File: config.mk
export PLATFORM = sky130hd
export DESIGN_NAME = lbc_ctrl
export DESIGN_NICKNAME = d
export VERILOG_FILES = /design/src/sv/lbc_pkg.sv /design/src/sv/lbc_ctrl.sv
export SDC_FILE = /design/constraint.sdc
export NUM_CORES = 1
export LEC_CHECK = 0
export ABC_AREA = 1
export BUFFER_PORTS_ARGS = -buffer_cell sky130_fd_sc_hd__buf_4
export CORE_AREA = 8 8 45 47
export CTS_CLUSTER_SIZE = 20
export DETAILED_ROUTE_END_ITERATION = 8
export DIE_AREA = 0 0 53 55
export GPL_ROUTABILITY_DRIVEN = 0
export HOLD_SLACK_MARGIN = 0.1
export MAX_ROUTING_LAYER = met4
export PLACE_DENSITY = 0.63
export SLEW_MARGIN = 20
export SYNTH_ARGS = -nofsm -noshare
export SYNTH_HDL_FRONTEND = slang
export SYNTH_SLANG_ARGS = --single-unit
File: constraint.sdc
create_clock -name clk -period 2 [get_ports clk]
set_clock_uncertainty 0.2 [all_clocks]
set_input_delay 0.1 -clock clk [delete_from_list [all_inputs] [get_ports clk]]
set_output_delay 0.1 -clock clk [all_outputs]
set_load 0.01 [all_outputs]
File: src/sv/lbc_pkg.sv
// lbc_pkg: shared types, codes and constants of the LRU block cache.
// Used by lbc_ctrl, lbc_datapath and lru_block_cache_top.
`timescale 1ns / 1ps
package lbc_pkg;
  localparam int ENTRIES_DEF = 16;
  localparam int BLOCK_WORDS_DEF = 8;
  localparam int KEY_BITS_DEF = 64;
  localparam int CAP_W = 5;
  localparam int STATUS_W = 3;
  localparam int WIDX_W = 3;
  localparam int WORD_W = 64;
  localparam logic [CAP_W-1:0] CAP_RESET = 5'd16;

  localparam logic FUNC_GET = 1'b0;
  localparam logic FUNC_PUT = 1'b1;

  localparam logic [STATUS_W-1:0] ST_GET_MISS = 3'd0;
  localparam logic [STATUS_W-1:0] ST_GET_HIT = 3'd1;
  localparam logic [STATUS_W-1:0] ST_PUT_INS = 3'd2;
  localparam logic [STATUS_W-1:0] ST_PUT_EVICT = 3'd3;
  localparam logic [STATUS_W-1:0] ST_PUT_PRESENT = 3'd4;

  // controller -> datapath
  typedef struct packed {
    logic lookup;     // register input beat, start tag match
    logic get_hit;    // make hit slot recent (get)
    logic put_hit;    // make hit slot recent, arm discard
    logic put_alloc;  // allocate (with eviction when full)
    logic put_later;  // write a later put word
    logic rd_word;    // issue block read for current word count
    logic out_load;   // load output register
  } lbc_cmd_t;

  // datapath -> controller
  typedef struct packed {
    logic hit;
    logic is_put;
    logic word0;
    logic full;
  } lbc_sts_t;
endpackage

File: src/sv/lbc_ctrl.sv
// lbc_ctrl: controller state machine of the LRU block cache.
// Depends on lbc_pkg; drives lbc_datapath by command struct.
`timescale 1ns / 1ps
module lbc_ctrl (
  input  logic               clk,
  input  logic               rst_n,
  input  logic               in_tvalid,
  output logic               in_tready,
  output logic               out_tvalid,
  input  logic               out_tready,
  input  lbc_pkg::lbc_sts_t  sts,
  input  logic               words_done,
  output lbc_pkg::lbc_cmd_t  cmd
);
  typedef enum logic [5:0] {
    S_IDLE  = 6'b000001,
    S_EXEC  = 6'b000010,
    S_RD    = 6'b000100,
    S_WAIT  = 6'b001000,
    S_OUT   = 6'b010000,
    S_SNGL  = 6'b100000
  } state_t;

  state_t state_r, state_nxt;
  logic   ovalid_r, ovalid_nxt;
  logic   out_fire;

  assign out_fire = ovalid_r && out_tready;
  assign in_tready = (state_r == S_IDLE) && !ovalid_r;
  assign out_tvalid = ovalid_r;

  always_comb begin
    cmd = '0;
    state_nxt = state_r;
    ovalid_nxt = ovalid_r && !out_tready;
    unique case (state_r)
      S_IDLE: begin
        if (in_tvalid && in_tready) begin
          cmd.lookup = 1'b1;
          state_nxt = S_EXEC;
        end
      end
      S_EXEC: begin
        if (!sts.is_put) begin
          if (sts.hit) begin
            cmd.rd_word = 1'b1;
            state_nxt = S_RD;
          end else begin
            cmd.out_load = 1'b1;
            state_nxt = S_SNGL;
          end
        end else if (sts.word0) begin
          cmd.out_load = 1'b1;
          if (sts.hit) cmd.put_hit = 1'b1;
          else cmd.put_alloc = 1'b1;
          state_nxt = S_SNGL;
        end else begin
          cmd.put_later = 1'b1;
          state_nxt = S_IDLE;
        end
      end
      S_SNGL: begin
        ovalid_nxt = 1'b1;
        state_nxt = S_IDLE;
      end
      S_RD: begin
        // read data lands this cycle in the output register
        ovalid_nxt = 1'b1;
        state_nxt = S_WAIT;
      end
      S_WAIT: begin
        if (out_fire) begin
          if (words_done) begin
            cmd.get_hit = 1'b1;
            state_nxt = S_IDLE;
          end else begin
            cmd.rd_word = 1'b1;
            state_nxt = S_RD;
          end
        end
      end
      S_OUT: state_nxt = S_IDLE;
      default: state_nxt = S_IDLE;
    endcase
  end

  always_ff @(posedge clk) begin
    if (!rst_n) begin
      state_r <= S_IDLE;
      ovalid_r <= 1'b0;
    end else begin
      state_r <= state_nxt;
      ovalid_r <= ovalid_nxt;
    end
  end

  a_no_accept_busy: assert property (@(posedge clk) disable iff (!rst_n)
    (in_tready) |-> (state_r == S_IDLE && !ovalid_r)) else $error("accept while busy");
  a_rd_then_valid: assert property (@(posedge clk) disable iff (!rst_n)
    (state_r == S_RD) |=> ovalid_r) else $error("read word not presented");
  a_onehot_state: assert property (@(posedge clk) disable iff (!rst_n)
    $onehot(state_r)) else $error("state not one-hot");
endmodule

==> flow_summary.toml <==
[layout]
nFillCells = 142
drive_gt1_share_pct = 24.7
layout_common_cells = "inv_1 (16), nand2_1 (16), buf_4 (16), nor2_1 (14), dlygate4sd3_1 (8)"
syn_to_final_growth_pct = 57.1
antenna_cells = 0
nNetsFinal = 108

[timing]
rsz0062_at_grt = "no"
fin_crit_ns = 1.79
clock.fmax_mhz = 560
fin_crit_sh_pct = 89.3
setup_tns_ns = 0
relSlewSlack_pct = 84.1
slew_viol_final = 0
hold_viol = 0
setup_viol = 0
tightest_slew_ns = 0.238
hold-worst-slack_ns = 0.248

[power_and_ir_drop]
p_per_area_mw_per_mm2 = 584
peakVddDrop_mv = 0.267
power_leakage_uw = 0.000351

[floorplan]
fp-row-count = 14
initial_core_util_pct = 29.7
die_h_um = 55
ios = 18
dieWidth_um = 53
fp.dieArea_mm2 = 0.00292
core_mm2 = 0.00138

[setup_path]
rr_worst_depth = 6
endpoint_kind = "register"
path_max_fanout = 3
worst_ep_arrival_time_ns = 1.79
rrSetupSlack_ns = 0.21
r2r-end = "state_r[2]$_SDFFE_PN0P_"
startpoint_type = "register"
regToRegStartpoint = "state_r[2]$_SDFFE_PN0P_"
crit_start = "state_r[2]$_SDFFE_PN0P_"
critical_path_class = "reg2reg"
required_ns = 2.00

[clock_tree]
cts_buffer_depth = 2
clkLatencyLatePin_ns = 0.26
cts-root-buf = "clkbuf_4"
numCtsBuffers = 3
cts_tree = "done"
postCtsHoldBufs = 8
htree_levels = 1
clk_pin_slew_ns = 0.05
cts-resized-gates = 0
post_cts_buffers = 0
cts_sinks = 6

[synth]
mappedNetlistNets = 80
syn_area_per_cell_um2 = 5.80
synth-seq-area-share_pct = 29.2
yosysTopAreaCell = "dfxtp_1"
synth_top_area_share_pct = 29.2
synth_seq_cells = 6
yosys-top-cells-area = "dfxtp_1 (29%), inv_1 (15%), nand2_1 (15%)"
synth.distinct_cells = 15
yosysWarnings = 0
syn_area_um2 = 412
syn_inst = 71

[job]
maxCapViolations = 0

[global_route]
grt_max_degree = 6
antenna_found_initial = 0
grt.busiest_layer = "met2"
grt_use_met3_pct = 1.87
use_met2_pct = 14.8
grt_pass1_wl_um = 1910
grt.overflow.total = 0
gr-usage-all-layers_pct = 9.29
grt_pass1_vias = 485
grt_use_met1_pct = 9.73

[route]
avgRoutedWirePerCell_um = 10.3
drt_first_pass_iters = 4
post_drt_via_cell_ratio = 4.37
drc_errors = 0
drtIter0Drc = 14
vias = 494
routed_wl_um = 1160
ant_nets = 0

[placed_design]
dpl.hpwl_um = 881
numPortBuffers = 16

[min_path]
hold_path.class = "in2reg"
min_from = "sts[2]"
hold_end = "state_r[0]$_SDFFE_PN1P_"
hold-path-cell-count = 9

[run_status]
status = "finished clean"
[worst max path at each step]
stage | to | depth (start not counted)
final | state_r[2]$_SDFFE_PN0P_ | 6
after global routing | state_r[2]$_SDFFE_PN0P_ | 6
after global placement | cmd[4] | 6
after CTS | state_r[2]$_SDFFE_PN0P_ | 6
after detailed placement | cmd[4] | 6
after floorplan | cmd[3] | 5
[power breakdown]
part,switching [uW],internal (uW)
registers,9.83,127
clock network,54.8,68.6
logic,60.3,56.6
total,125,253
[area by class of cell]
| class | instances | area [um2] | area share [%] |
|---|---|---|---|
| Clock buffer | 3 | 22.5 | 3.48 |
| Inverter | 16 | 60.1 | 9.28 |
| Multi-Input combinational cell | 48 | 224 | 34.6 |
| Sequential cell | 6 | 120 | 18.6 |
| Tap cell | 16 | 20.0 | 3.09 |
| Timing Repair Buffer | 24 | 200 | 30.9 |
[worst max-delay path: stages, from the launching register on]
cell           delay, ns
dfxtp_1             0.32
nor2_1              0.15
nand2_1             0.11
nor3_2              0.18
nand2_1             0.11
a21oi_1             0.12
dlygate4sd3_1       0.54
[Yosys cell counts]
master,n
nand3_1,5
inv_1,16
dfxtp_1,6
nor2_2,1
o211ai_1,1
buf_4,1
nand4_1,1
nand2_1,16
o21ai_0,2
nand3_2,1
a21oi_1,2
nand2_2,1
nor3_2,2
nor2_1,14
nor3_1,2
[layer usage]
metal / part of all wire [%] / wire, um
met5: 0 / 0
met4: 3.6 / 42
met3: 3.7 / 43
met2: 53 / 613
met1: 40 / 462
[cell families after synthesis]
group           share of synthesized area (%)
flops                                    29.2
simple gates                             47.7
compound gates                           6.69
buf+inv                                  16.4
[sequential cells by signal (all words and copies together), names as in the netlist]
name,cells
out_tvalid,1
state_r,5
[metrics by stage]
stage | power (uW) | area, um2 | instances | setup WS, ns | utilization [%]
after floorplan | 209 | 412 | 71 | 0.700 | -
after global placement | 248 | 544 | 102 | 0.609 | 39.3
after detailed placement | 248 | 544 | 102 | 0.550 | 39.3
after CTS | 382 | 647 | 113 | 0.195 | 46.7
after global routing | 403 | 647 | 113 | 0.0253 | 46.7
final | 378 | 647 | 113 | 0.214 | 46.7
No activity file was read; power rests on OpenSTA's default activity.
